File: src/hw/rtl/go_to_goal_velocity_command_core_assert.svh
// Assertion macros shared by the go-to-goal controller RTL.
// Included by the modules that carry concurrent checks; no other dependencies.
`ifndef GO_TO_GOAL_VELOCITY_COMMAND_CORE_ASSERT_SVH
`define GO_TO_GOAL_VELOCITY_COMMAND_CORE_ASSERT_SVH

// Property must hold on every clock edge outside reset
`define GGVC_ASSERT_ALWAYS(lbl, clk, rst, prop) \
   lbl: assert property (@(posedge clk) disable iff (rst) (prop)) \
      else $error("ggvc assertion failed");

// Same-cycle implication
`define GGVC_ASSERT_IMPL(lbl, clk, rst, ante, cons) \
   lbl: assert property (@(posedge clk) disable iff (rst) (ante) |-> (cons)) \
      else $error("ggvc assertion failed");

// Next-cycle implication
`define GGVC_ASSERT_NEXT(lbl, clk, rst, ante, cons) \
   lbl: assert property (@(posedge clk) disable iff (rst) (ante) |=> (cons)) \
      else $error("ggvc assertion failed");

`endif

File: src/hw/rtl/ggvc_pkg.sv
// Shared constants, types and tables for the go-to-goal velocity command core.
// No dependencies; every RTL module refers to it by scoped names.
package ggvc_pkg;

   // Number of CORDIC micro-rotations (8 to 24)
   localparam int CORDIC_STEPS = 16;

   // Field widths
   localparam int POS_W      = 20;
   localparam int HEAD_W     = 16;
   localparam int DIFF_W     = POS_W + 1;
   localparam int XY_W       = DIFF_W + 2;
   localparam int Z_W        = 32;
   localparam int ANG_W      = 16;
   localparam int MAG_W      = ANG_W + 1;
   localparam int THR_W      = 15;
   localparam int GAIN_W     = 8;
   localparam int FWD_W      = 21;
   localparam int TURN_W     = 20;
   localparam int CSR_IDX_W  = 2;
   localparam int CSR_DATA_W = THR_W;

   // Square root datapath
   localparam int PROD_W  = 2 * (DIFF_W - 1);
   localparam int SQ_W    = PROD_W + 1;
   localparam int ROOT_W  = (SQ_W + 1) / 2;
   localparam int TRIAL_W = SQ_W + 2;

   // Command multipliers
   localparam int TPROD_W    = GAIN_W + 1 + ANG_W;
   localparam int FPROD_W    = GAIN_W + ROOT_W;
   localparam int TURN_SHIFT = 4;
   localparam int TURN_ROUND = 8;
   localparam int FWD_ROUND  = 128;

   // Angle constants, pi = 2^31 in accumulator units
   localparam logic [Z_W-1:0] Z_QUARTER     = 32'h4000_0000;
   localparam logic [Z_W-1:0] Z_NEG_QUARTER = 32'hC000_0000;
   localparam logic [Z_W-1:0] Z_ROUND       = 32'h0000_8000;

   localparam logic [Z_W-1:0] ATAN_TAB [24] = '{
      32'h20000000, 32'h12E4051E, 32'h09FB385B, 32'h051111D4, 32'h028B0D43, 32'h0145D7E1,
      32'h00A2F61E, 32'h00517C55, 32'h0028BE53, 32'h00145F2F, 32'h000A2F98, 32'h000517CC,
      32'h00028BE6, 32'h000145F3, 32'h0000A2F9, 32'h0000517C, 32'h000028BE, 32'h0000145F,
      32'h00000A2F, 32'h00000517, 32'h0000028B, 32'h00000145, 32'h000000A2, 32'h00000051
   };

   // Pipeline latencies and alignment padding
   localparam int CORDIC_LAT = CORDIC_STEPS + 1;
   localparam int SQRT_LAT   = 2 + ROOT_W;
   localparam int UNIT_LAT   = (CORDIC_LAT > SQRT_LAT) ? CORDIC_LAT : SQRT_LAT;
   localparam int PAD_C      = UNIT_LAT - CORDIC_LAT;
   localparam int PAD_S      = UNIT_LAT - SQRT_LAT;

   // Queues
   localparam int MID_DEPTH = 4;
   localparam int MID_PTR_W = 2;
   localparam int MID_CNT_W = 3;
   localparam int OUT_DEPTH = 2;
   localparam int OUT_PTR_W = 1;
   localparam int OUT_CNT_W = 2;

   // Register reset values
   localparam logic [THR_W-1:0]  THRESHOLD_RESET   = 15'd1;
   localparam logic [GAIN_W-1:0] ANG_GAIN_RESET    = 8'd48;
   localparam logic [GAIN_W-1:0] LIN_GAIN_RESET    = 8'd205;

   typedef enum logic [CSR_IDX_W-1:0] {
      CSR_ANGLE_THRESHOLD = 2'd0,
      CSR_ANGULAR_GAIN    = 2'd1,
      CSR_LINEAR_GAIN     = 2'd2
   } csr_index_type;

   typedef struct packed {
      logic [THR_W-1:0]  angle_threshold;
      logic [GAIN_W-1:0] angular_gain;
      logic [GAIN_W-1:0] linear_gain;
   } cfg_type;

   // Classified request held between front and back
   typedef struct packed {
      logic signed [DIFF_W-1:0] dx;
      logic signed [DIFF_W-1:0] dy;
      logic signed [HEAD_W-1:0] heading;
      logic                     zero;
   } mid_item_type;

   typedef struct packed {
      logic [FWD_W-1:0]         forward_speed;
      logic signed [TURN_W-1:0] turn_rate;
      logic                     turning;
   } rsp_item_type;

endpackage

File: src/hw/rtl/ggvc_front.sv
// Front end: accepts requests, forms goal offsets, flags the goal-on-robot case.
// Holds a four-entry queue toward the back end. Uses ggvc_pkg.
`include "go_to_goal_velocity_command_core_assert.svh"

module ggvc_front (
   input  logic                                  clock,
   input  logic                                  reset,
   input  logic                                  req_push,
   output logic                                  req_full,
   input  logic signed [ggvc_pkg::POS_W-1:0]     req_robot_x,
   input  logic signed [ggvc_pkg::POS_W-1:0]     req_robot_y,
   input  logic signed [ggvc_pkg::HEAD_W-1:0]    req_robot_heading,
   input  logic signed [ggvc_pkg::POS_W-1:0]     req_goal_x,
   input  logic signed [ggvc_pkg::POS_W-1:0]     req_goal_y,
   output logic                                  mid_valid,
   output ggvc_pkg::mid_item_type                mid_item,
   input  logic                                  mid_take
);

   logic [ggvc_pkg::MID_PTR_W-1:0] wr_ptr_ff, wr_ptr_in;
   logic [ggvc_pkg::MID_PTR_W-1:0] rd_ptr_ff, rd_ptr_in;
   logic [ggvc_pkg::MID_CNT_W-1:0] mid_count_ff, mid_count_in;
   ggvc_pkg::mid_item_type         mid_mem_ff [ggvc_pkg::MID_DEPTH];
   ggvc_pkg::mid_item_type         new_item;
   logic                           wr_en;
   logic                           rd_en;

   assign req_full  = (mid_count_ff == ggvc_pkg::MID_CNT_W'(ggvc_pkg::MID_DEPTH));
   assign mid_valid = (mid_count_ff != '0);
   assign mid_item  = mid_mem_ff[rd_ptr_ff];
   assign wr_en     = req_push && !req_full;
   assign rd_en     = mid_take && mid_valid;

   // Offsets to the goal, one bit wider than the positions
   always_comb begin
      new_item.dx      = {req_goal_x[ggvc_pkg::POS_W-1], req_goal_x}
                       - {req_robot_x[ggvc_pkg::POS_W-1], req_robot_x};
      new_item.dy      = {req_goal_y[ggvc_pkg::POS_W-1], req_goal_y}
                       - {req_robot_y[ggvc_pkg::POS_W-1], req_robot_y};
      new_item.heading = req_robot_heading;
      new_item.zero    = (new_item.dx == '0) && (new_item.dy == '0);
   end

   // Queue pointers and fill count
   always_comb begin
      wr_ptr_in    = wr_en ? ggvc_pkg::MID_PTR_W'(wr_ptr_ff + 1'b1) : wr_ptr_ff;
      rd_ptr_in    = rd_en ? ggvc_pkg::MID_PTR_W'(rd_ptr_ff + 1'b1) : rd_ptr_ff;
      mid_count_in = mid_count_ff;
      if (wr_en && !rd_en) begin
         mid_count_in = ggvc_pkg::MID_CNT_W'(mid_count_ff + 1'b1);
      end else if (rd_en && !wr_en) begin
         mid_count_in = ggvc_pkg::MID_CNT_W'(mid_count_ff - 1'b1);
      end
   end

   always_ff @(posedge clock) begin
      if (reset) begin
         wr_ptr_ff    <= '0;
         rd_ptr_ff    <= '0;
         mid_count_ff <= '0;
      end else begin
         wr_ptr_ff    <= wr_ptr_in;
         rd_ptr_ff    <= rd_ptr_in;
         mid_count_ff <= mid_count_in;
      end
   end

   // Queue storage, no reset
   always_ff @(posedge clock) begin
      if (wr_en) begin
         mid_mem_ff[wr_ptr_ff] <= new_item;
      end
   end

   `GGVC_ASSERT_ALWAYS(a_mid_count_bound, clock, reset,
      mid_count_ff <= ggvc_pkg::MID_CNT_W'(ggvc_pkg::MID_DEPTH))
   `GGVC_ASSERT_NEXT(a_full_blocks_write, clock, reset, req_full && !mid_take,
      mid_count_ff == ggvc_pkg::MID_CNT_W'(ggvc_pkg::MID_DEPTH))

endmodule

File: config.mk
export PLATFORM = sky130hd
export DESIGN_NAME = ggvc_front
export DESIGN_NICKNAME = d
export VERILOG_FILES = /design/src/hw/rtl/ggvc_pkg.sv /design/src/hw/rtl/ggvc_front.sv
export VERILOG_INCLUDE_DIRS = /design/src /design/src/hw/rtl
export SDC_FILE = /design/constraint.sdc
export NUM_CORES = 1
export LEC_CHECK = 0
export BUFFER_PORTS_ARGS = -buffer_cell sky130_fd_sc_hd__buf_4
export CORE_MARGIN = 8
export CORE_UTILIZATION = 37
export CTS_BUF_LIST = sky130_fd_sc_hd__clkbuf_8
export CTS_CLUSTER_SIZE = 25
export DETAILED_ROUTE_END_ITERATION = 8
export SETUP_SLACK_MARGIN = 0.1
export SLEW_MARGIN = 10
export SYNTH_ARGS = -nofsm -noshare
export SYNTH_HDL_FRONTEND = slang
export SYNTH_SLANG_ARGS = --single-unit
File: constraint.sdc
create_clock -name clock -period 3.5 [get_ports clock]
set_clock_uncertainty 0.15 [all_clocks]
set_input_delay 0.175 -clock clock [delete_from_list [all_inputs] [get_ports clock]]
set_output_delay 0.175 -clock clock [all_outputs]
set_load 0.01 [all_outputs]
==> impl_metrics.tcl, run 1 <==
set metrics [dict create \
    ant_nets 0 \
    powerDensity_nw_per_um2 645 \
    yosysSeqAreaShare_pct 65.1 \
    pin_count 161 \
    grt_pass1_vias 7124 \
    synth_fp_nets 834 \
    clk_latency_ns 0.54 \
    cp_data_arrival_time_ns 3.26 \
    required_ns 3.66 \
    rsz0062_at_grt "false" \
    nNetsFinal 1073 \
    setup_violations 0 \
    start_kind "input pin" \
    viasPerCell 5.02 \
    grt_max_degree 39 \
    drive_gt1_share_pct 33.9 \
    post-place-ws_ns -0.0907 \
    syn2layout_area_growth_pct 26.3 \
    synth.cells.most_frequent "edfxtp_1 (236), mux4_2 (59), inv_1 (57)" \
    drtIter0Drc 384 \
    die_y_um 190 \
    finalPower_mw 9.10 \
    gr-total-overflow 0 \
    irDropWorstVdd_v 0.000298 \
    worst_slack_ns 0.394 \
    worst_hold_slack_ns 0.0609 \
    final_hold_viol_count 0 \
    cp_max_fo 5 \
    wire_per_inst_um 19.2 \
    yosysMostFrequentCell "edfxtp_1" \
    vias 6763 \
    clock_sinks 245 \
    cts_root_buf "clkbuf_8" \
    cp_cell_sequence "buf_4, ha_1, dlygate4sd3_1, inv_1, nor4_1, o211ai_1, or4_1, nor3_1, nor4bb_1, and4b_1, nand4_1, nor4_2" \
    io_buffers 160 \
    synth.largest_area_cell "edfxtp_1" \
    fin_crit_ns 3.11 \
    grt_pass1_wl_mm 40.0 \
    syn-cell-area_um2 11200 \
    yosys_warnings 0 \
    antennaDiodeCount 0 \
    slowest_stage "dlygate4sd3_1" \
    timing.fmax_mhz 322 \
    synthDistinctLibCells 66 \
    clk_pin_slew_ns 0.06 \
    synth_ff_type "edfxtp_1" \
    num_rows 63 \
    cp-end-kind "register" \
    synth-seq-cells 245 \
    tightest_slew_ns 0.757 \
    yosys-top-cells-area "edfxtp_1 (63%), mux4_2 (12%), ha_1 (5.0%)" \
    wl_mm 25.9 \
    synth.avg_cell_area_um2 16.3 \
    start_util_pct 37.6 \
    yosysTopAreaCellShare_pct 63.5 \
    dp_hpwl_mm 18.2 \
    async_flop_share_pct 0 \
    die-area_um2 36000 \
    path_class "input pin to register" \
    syn_inst 686 \
    maxCapViolCount 0 \
    drc 0 \
    drv_slew 0 \
    cts.path.max_buffers 3 \
    antenna_found_initial 0 \
    drt_pass1_iterations 5 \
    track_usage_pct 14.3 \
    die_x_um 190 \
    power_leakage_nw 5.31 \
    h-tree-depth 2 \
    post_cts_resized 0 \
    gp_congestion 0.846 \
    core_area_um2 29700 \
    period_share_pct 88.7 \
    cts_tree "done" \
    status "finished, final reports clean" \
    hold_class "input pin to register" \
    slew_headroom_pct 49.2 \
    cpPeakStageDelay_ns 0.53 \
    synth_edf_count 236 \
    numCtsBuffers 43 \
]
[worst paths after layout]
| kind | startpoint | to | slack (ns) | cells past startpoint |
|---|---|---|---|---|
| worst max register to register | mid_count_ff[0]$_SDFFE_PP0P_ | mid_count_ff[2]$_SDFFE_PP0P_ | 1.02 | 8 |
| worst min-delay path | req_goal_y[9] | mid_mem_ff[2][26]$_DFFE_PP_ | 0.06 | 3 |
| worst min register to register | mid_count_ff[2]$_SDFFE_PP0P_ | mid_count_ff[2]$_SDFFE_PP0P_ | 0.36 | 2 |
| worst max-delay path | req_robot_y[0] | mid_mem_ff[3][0]$_DFFE_PP_ | 0.39 | 12 |
[worst max-delay path: cells and delay by family]
| family | cells | cell delay, ns |
|---|---|---|
| and+or+nand+nor | 7 | 1.95 |
| buffers and inverters | 3 | 0.77 |
| adders and majority gates | 1 | 0.26 |
| AOI/OAI and AO/OA | 1 | 0.12 |
[report_power, final]
part           internal, mW  switching (mW)  total (mW)
Sequential             3.72           0.160        3.88
Clock                  1.33            1.14        2.47
Combinational          1.38            1.36        2.74
Total                  6.43            2.66        9.10
[what timing repair did]
item | in CTS | in global routing
hold endpoints to repair | 85 | 0
setup buffers | 0 | 0
hold buffers | 22 | 0
[stage by stage]
step / util, % / cells / TNS, ns / cell area (µm²)
3_5_place_dp: 44.0 / 1248 / -0.363 / 13100
4_1_cts: 47.5 / 1347 / 0 / 14100
6_report: 47.5 / 1347 / 0 / 14100
2_1_floorplan: - / 686 / 0 / 11200
3_3_place_gp: 44.0 / 1248 / 0 / 13100
5_1_grt: 47.5 / 1347 / 0 / 14100
[flip-flops by register name, indices dropped and copies added (netlist names), named ones only]
| signal | count |
|---|---|
| mid_count_ff | 3 |
| rd_ptr_ff | 2 |
| mid_mem_ff | 236 |
| wr_ptr_ff | 2 |
[layout make-up]
| class | instances | area [µm²] |
|---|---|---|
| fill | 2619 | 15600 |
| tap | 390 | 488 |
| timing repair buffer | 213 | 1700 |
| sequential | 245 | 7270 |
| clock inverter | 33 | 205 |
| clock buffer | 44 | 606 |
| inverter | 58 | 218 |
| multi-input combinational | 364 | 3610 |
[metal layers]
metal	GRT usage [%]	up-vias	wire length, µm
met4	4.18	0	499
met3	3.88	45	1760
met5	0	-	0
li1	-	3171	-
met1	18.6	3336	11700
met2	23.2	211	12000
[cell families (layout without fill, tap and decap cells)]
group | count (synthesis) | count (layout) | share of synthesized area, %
buffers and inverters | 77 | 348 | 2.59
DFF | 245 | 245 | 65.1
muxes | 61 | 61 | 12.1
xor gates and xnor gates | 35 | 35 | 2.75
and+or+nand+nor | 120 | 120 | 5.64
AOI/OAI and AO/OA | 100 | 100 | 6.29
adders and majority gates | 48 | 48 | 5.58
[placed cells by master (no fill, tap or decap), types with 3 or more instances in the layout]
master	instances
a211o_1	4
a211oi_1	4
a21o_1	5
a21oi_1	27
a31oi_1	3
and2_2	4
and3_1	3
buf_12	4
buf_4	187
clkbuf_8	44
clkinv_1	10
clkinv_2	3
dfxtp_1	7
dlygate4sd3_1	22
edfxtp_1	236
fa_1	3
ha_1	45
inv_1	70
mux4_2	59
nand2_1	22
nand2b_1	5
nand3_1	10
nand4_1	6
nor2_1	31
nor2b_1	6
nor3_1	9
o211ai_1	5
o21a_1	4
o21ai_0	14
o21ai_1	4
o21bai_1	5
or3_1	5
xnor2_1	19
xor2_1	16
(Power assumes the default switching activity.)
==> run 2, diff against run 1 <==
--- a/config.mk
+++ b/config.mk
@@ -8,10 +8,11 @@
 export LEC_CHECK = 0
 export BUFFER_PORTS_ARGS = -buffer_cell sky130_fd_sc_hd__buf_4
 export CORE_MARGIN = 8
-export CORE_UTILIZATION = 37
+export CORE_UTILIZATION = 55
 export CTS_BUF_LIST = sky130_fd_sc_hd__clkbuf_8
 export CTS_CLUSTER_SIZE = 25
 export DETAILED_ROUTE_END_ITERATION = 8
+export PLACE_DENSITY = 0.77
 export SETUP_SLACK_MARGIN = 0.1
 export SLEW_MARGIN = 10
 export SYNTH_ARGS = -nofsm -noshare
==> impl_metrics.tcl, run 2 (synthesized netlist as in run 1, its figures left out) <==
set metrics [dict create \
    die_y_um 158 \
    setup_tns_ns 0 \
    required_ns 3.65 \
    core_area_um2 20100 \
    maxCapViolCount 0 \
    die_x_um 158 \
    vias 6796 \
    crit_buf_inv 3 \
    cpPeakStageDelay_ns 0.54 \
    grt_pass1_vias 7292 \
    rsz0062_at_grt "false" \
    cp-end-kind "register" \
    post-place-ws_ns -0.0186 \
    grt_max_degree 60 \
    drt_pass1_iterations 5 \
    ant_nets 0 \
    cts.path.max_buffers 3 \
    power_leakage_nw 5.14 \
    reg_top3 "mid_mem_ff x236, mid_count_ff x3" \
    antenna_found_initial 0 \
    final_hold_viol_count 0 \
    slew_headroom_pct 42.4 \
    numCtsBuffers 38 \
    slowest_stage "dlygate4sd3_1" \
    worst_slack_ns 0.465 \
    viasPerCell 5.69 \
    clock_sinks 245 \
    regMostFlops "mid_mem_ff" \
    cp_cell_sequence "buf_4, ha_1, dlygate4sd3_1, inv_1, nor4_1, o211ai_1, or4_1, nor3_1, nor4bb_1, and4b_1, nand4_1, nor4_2" \
    status "finished, final reports clean" \
    clk_latency_ns 0.53 \
    post-cts-setup-buffers 0 \
    pin_count 161 \
    grt_pass1_wl_mm 38.4 \
    dp_hpwl_mm 17.0 \
    h-tree-depth 2 \
    powerDensity_nw_per_um2 636 \
    cts_root_buf "clkbuf_8" \
    post_cts_resized 0 \
    cp_top_family "simple AND/OR/NAND/NOR gates" \
    wl_mm 24.6 \
    drc 0 \
    start_kind "input pin" \
    final_common_cell "edfxtp_1" \
    nNetsFinal 1051 \
    io_buffers 160 \
    cp_max_fo 5 \
    cts_tree "done" \
    placed_area_um2 12800 \
    timing.fmax_mhz 330 \
    final_util_pct 68.0 \
    min_path_cells 3 \
    gr-total-overflow 0 \
    layout_common_cells "edfxtp_1 (236), buf_4 (172), inv_1 (69), mux4_2 (59), ha_1 (45)" \
    antennaDiodeCount 0 \
    cp_data_arrival_time_ns 3.18 \
    drv_slew 0 \
    wire_per_inst_um 20.6 \
    start_util_pct 55.5 \
    largest_reg_flops 236 \
    hold_class "input pin to register" \
    fin_crit_ns 3.03 \
    multi_input_area_um2 3610 \
    setup_violations 0 \
    path_class "input pin to register" \
    drtIter0Drc 533 \
    syn2layout_area_growth_pct 22.4 \
    clk_pin_slew_ns 0.06 \
    drive_gt1_share_pct 32.4 \
    die-area_um2 25100 \
    period_share_pct 86.7 \
    path_depth 12 \
    num_rows 52 \
    finalInstanceArea_um2 13700 \
    register_area_um2 7270 \
    gp_congestion 0.940 \
    tightest_slew_ns 0.864 \
    nFillCells 1360 \
    reg2reg_depth 8 \
    irDropWorstVdd_v 0.000267 \
    track_usage_pct 20.0 \
    ctsHoldBuffers 20 \
]
[run 2: cell count changes in the layout (fill, tap and decap cells not counted)]
cell	before	now
dlygate4sd3_1	22	20
clkinv_1	10	5
bufinv_16	2	1
inv_6	2	1
buf_4	187	172
clkbuf_8	44	38
inv_8	1	0
inv_1	70	69
[run 2: final cells by class]
class | instances | area share, %
Tap cell | 270 | 2.47
Sequential cell | 245 | 53.2
Clock buffer | 38 | 3.83
Timing Repair Buffer | 196 | 11.5
Clock inverter | 24 | 0.970
Multi-Input combinational cell | 364 | 26.4
Inverter | 58 | 1.59
[run 2: metrics by stage]
stage	cells	total power [mW]	hold slack, ns
3_3_place_gp	1113	6.58	0.225
4_1_cts	1195	8.81	0.000526
2_1_floorplan	686	5.48	0.124
3_5_place_dp	1113	6.66	0.229
6_report	1195	8.69	0.0358
5_1_grt	1195	9.14	0.0260
[run 2: tightest hold or removal path, cell delays in order]
cell	delay (ns)
buf_4	0.10
fa_1	0.16
inv_1	0.08
[run 2: metal layers]
| metal | share of wire, % | routed length [µm] | GRT usage [%] | vias up |
|---|---|---|---|---|
| met5 | 0 | 0 | 0 | - |
| met1 | 40 | 9730 | 25.1 | 3318 |
| met4 | 2.1 | 522 | 6.42 | 0 |
| met3 | 7.4 | 1830 | 3.80 | 46 |
| met2 | 51 | 12500 | 34.6 | 316 |
| li1 | - | - | - | 3116 |
[run 2: path summary, 6_finish.rpt]
path                                startpoint                            to  slack, ns
setup / recovery                req_robot_y[0]    mid_mem_ff[3][0]$_DFFE_PP_       0.47
hold / removal                  req_robot_y[1]   mid_mem_ff[2][18]$_DFFE_PP_       0.04
hold reg to reg   mid_count_ff[2]$_SDFFE_PP0P_  mid_count_ff[2]$_SDFFE_PP0P_       0.35
setup reg to reg  mid_count_ff[0]$_SDFFE_PP0P_  mid_count_ff[2]$_SDFFE_PP0P_       0.99
[run 2: where the power goes]
group,switching [mW],leakage [nW],total (mW),internal (mW)
registers,0.157,2.24,3.88,3.72
clock network,1.03,0.376,2.11,1.08
logic,1.34,2.53,2.70,1.36
total,2.53,5.14,8.69,6.16
==> run 3, diff against run 2 <==
--- a/config.mk
+++ b/config.mk
@@ -6,6 +6,7 @@
 export SDC_FILE = /design/constraint.sdc
 export NUM_CORES = 1
 export LEC_CHECK = 0
+export ABC_AREA = 1
 export BUFFER_PORTS_ARGS = -buffer_cell sky130_fd_sc_hd__buf_4
 export CORE_MARGIN = 8
 export CORE_UTILIZATION = 55
==> impl_metrics.tcl, run 3 <==
set metrics [dict create \
    setup_violations 0 \
    wl_mm 27.5 \
    track_usage_pct 20.3 \
    status "finished, final reports clean" \
    io_buffers 160 \
    crit_buf_inv 3 \
    place_inst 1699 \
    clk_pin_slew_ns 0.06 \
    ant_nets 0 \
    yosys.area_share.simple_pct 18.1 \
    hold_class "input pin to register" \
    antennaDiodeCount 0 \
    gr-total-overflow 0 \
    start_kind "register" \
    yosys-top-cells-area "edfxtp_1 (58%), nand2_1 (8.1%), nor2_1 (5.7%)" \
    maxCapViolCount 0 \
    timing.fmax_mhz 338 \
    synth_edf_count 236 \
    syn-cell-area_um2 12200 \
    synth.cells.most_frequent "nand2_1 (263), edfxtp_1 (236), nor2_1 (185)" \
    largest_reg_flops 236 \
    drt_pass1_iterations 5 \
    synth_fp_nets 1433 \
    synth_top_family_by_area "simple AND/OR/NAND/NOR gates" \
    antenna_found_initial 0 \
    grt_max_degree 60 \
    die_y_um 165 \
    drv_slew 0 \
    syn_inst 1285 \
    syn2layout_area_growth_pct 19.8 \
    synth_compound_area_share_pct 9.89 \
    r2r-start "mid_count_ff[1]$_SDFFE_PP0P_" \
    cp_cell_sequence "inv_2, buf_4, o21ai_0, o22ai_1, buf_4" \
    post-cts-setup-buffers 0 \
    cpPeakStageDelay_ns 0.66 \
    clk_latency_ns 0.48 \
    final_cells 1778 \
    hp-start "req_robot_x[0]" \
    power_leakage_nw 6.38 \
    drtIter0Drc 510 \
    final_hold_viol_count 0 \
    cts_tree "done" \
    rsz0062_at_grt "false" \
    synth_ff_type "edfxtp_1" \
    drc 0 \
    layout_common_cells "nand2_1 (263), edfxtp_1 (236), inv_1 (198), nor2_1 (181), buf_4 (167)" \
    num_rows 54 \
    synthDistinctLibCells 31 \
    cts.path.max_buffers 3 \
    yosysSeqAreaShare_pct 59.5 \
    required_ns 3.17 \
    dp_hpwl_mm 18.8 \
    async_flop_share_pct 0 \
    cp-end-kind "primary output" \
    die-area_um2 27200 \
    synth-xor-area-share_pct 0.502 \
    nNetsFinal 1623 \
    gp_congestion 0.892 \
    powerDensity_nw_per_um2 584 \
    pin_count 161 \
    cp_max_fo 53 \
    cp_top_family "buffers and inverters" \
    worst_hold_slack_ns 0.0482 \
    vias 9441 \
    synth-seq-cells 245 \
    h-tree-depth 2 \
    start_util_pct 55.9 \
    numCtsBuffers 35 \
    clock_sinks 245 \
    worst_path_most_repeated_cell "buf_4" \
    final_util_pct 67.0 \
    finalPower_mw 8.54 \
    reg_top3 "mid_mem_ff x236, mid_count_ff x3" \
    yosysMostFrequentCell "nand2_1" \
    final_common_cell "nand2_1" \
    viasPerCell 5.31 \
    grt_pass1_wl_mm 44.0 \
    wire_per_inst_um 15.5 \
    drive_gt1_share_pct 15.2 \
    yosys-mux-area-fraction_pct 0 \
    slew_headroom_pct 46.5 \
    yosys_warnings 0 \
    post_cts_resized 0 \
    irDropWorstVdd_v 0.000242 \
    setup_tns_ns 0 \
    cts_root_buf "clkbuf_8" \
    slowest_stage "inv_2" \
    cp_data_arrival_time_ns 2.64 \
    synthAdderAreaFrac_pct 5.10 \
    period_share_pct 84.6 \
    path_class "register to primary output" \
    core_area_um2 21800 \
    synth.largest_area_cell "edfxtp_1" \
    synth.avg_cell_area_um2 9.50 \
    grt_pass1_vias 9311 \
    tightest_slew_ns 0.801 \
    regMostFlops "mid_mem_ff" \
    yosysTopAreaCellShare_pct 58.1 \
    fin_crit_ns 2.96 \
    die_x_um 165 \
]
[run 3: changes by cell type in the layout (fill, tap and decap cells not counted), moves of 6 or more]
cell	previous run	this run
o21ai_0	14	120
o22ai_1	1	59
nand3_1	10	46
nand4_1	6	16
nor2b_1	6	0
nand2_1	22	263
xor2_1	16	5
nor2_1	31	181
xnor2_1	19	2
mux4_2	59	0
a21oi_1	27	34
inv_1	69	198
[run 3: layout make-up]
cell class | count | area (µm²)
clock buffers | 36 | 495
clock inverters | 24 | 133
fillers | 1722 | 7200
inverters | 185 | 694
multi-input cells | 817 | 4130
flip-flops and latches | 245 | 7270
well taps | 280 | 350
repair buffers | 191 | 1540
[run 3: tightest hold or removal path, delay by kind of cell]
| kind | cells | cell delay [ns] |
|---|---|---|
| fa+ha+maj | 1 | 0.12 |
| buf+inv | 2 | 0.19 |
[run 3: kinds of logic after synthesis]
kind of cell / count (synthesis)
buf+inv: 223
compound gates: 222
flops: 245
simple gates: 540
fa+ha+maj: 48
xor+xnor: 7
[run 3: power breakdown]
group | leakage, nW | total [mW] | internal [mW] | switching, mW
sequential | 2.24 | 3.81 | 3.67 | 0.134
clock | 0.370 | 2.00 | 1.03 | 0.969
combinational | 3.77 | 2.73 | 1.05 | 1.68
[run 3: metal layers]
| layer | track usage (%) | part of all wire [%] | vias up | wire, µm |
|---|---|---|---|---|
| met2 | 35.3 | 49 | 321 | 13500 |
| met1 | 25.0 | 42 | 4344 | 11500 |
| li1 | - | - | 4718 | - |
| met3 | 3.02 | 6.5 | 58 | 1800 |
| met5 | 0 | 0 | - | 0 |
| met4 | 8.03 | 2.6 | 0 | 706 |
[run 3: per-stage QoR]
stage | worst slack (ns) | area [µm²]
floorplan | -0.353 | 12200
global placement | 0.987 | 13800
detailed placement | 0.967 | 13800
CTS | 0.528 | 14600
global route | 0.344 | 14600
finish | 0.539 | 14600
[run 3: what timing repair did]
item                                    4_1_cts  5_1_grt
endpoints found under the hold margin        73        0
endpoints found under the setup margin        0        0
hold buffers                                 19        0
[run 3: path summary, 6_finish.rpt]
kind / to / slack [ns] / depth (start not counted)
worst max-delay path: mid_item[10] / 0.54 / 5
worst min-delay path: mid_mem_ff[1][38]$_DFFE_PP_ / 0.05 / 3
worst max register to register: mid_mem_ff[1][17]$_DFFE_PP_ / 1.43 / 5
worst min register to register: mid_count_ff[1]$_SDFFE_PP0P_ / 0.38 / 2
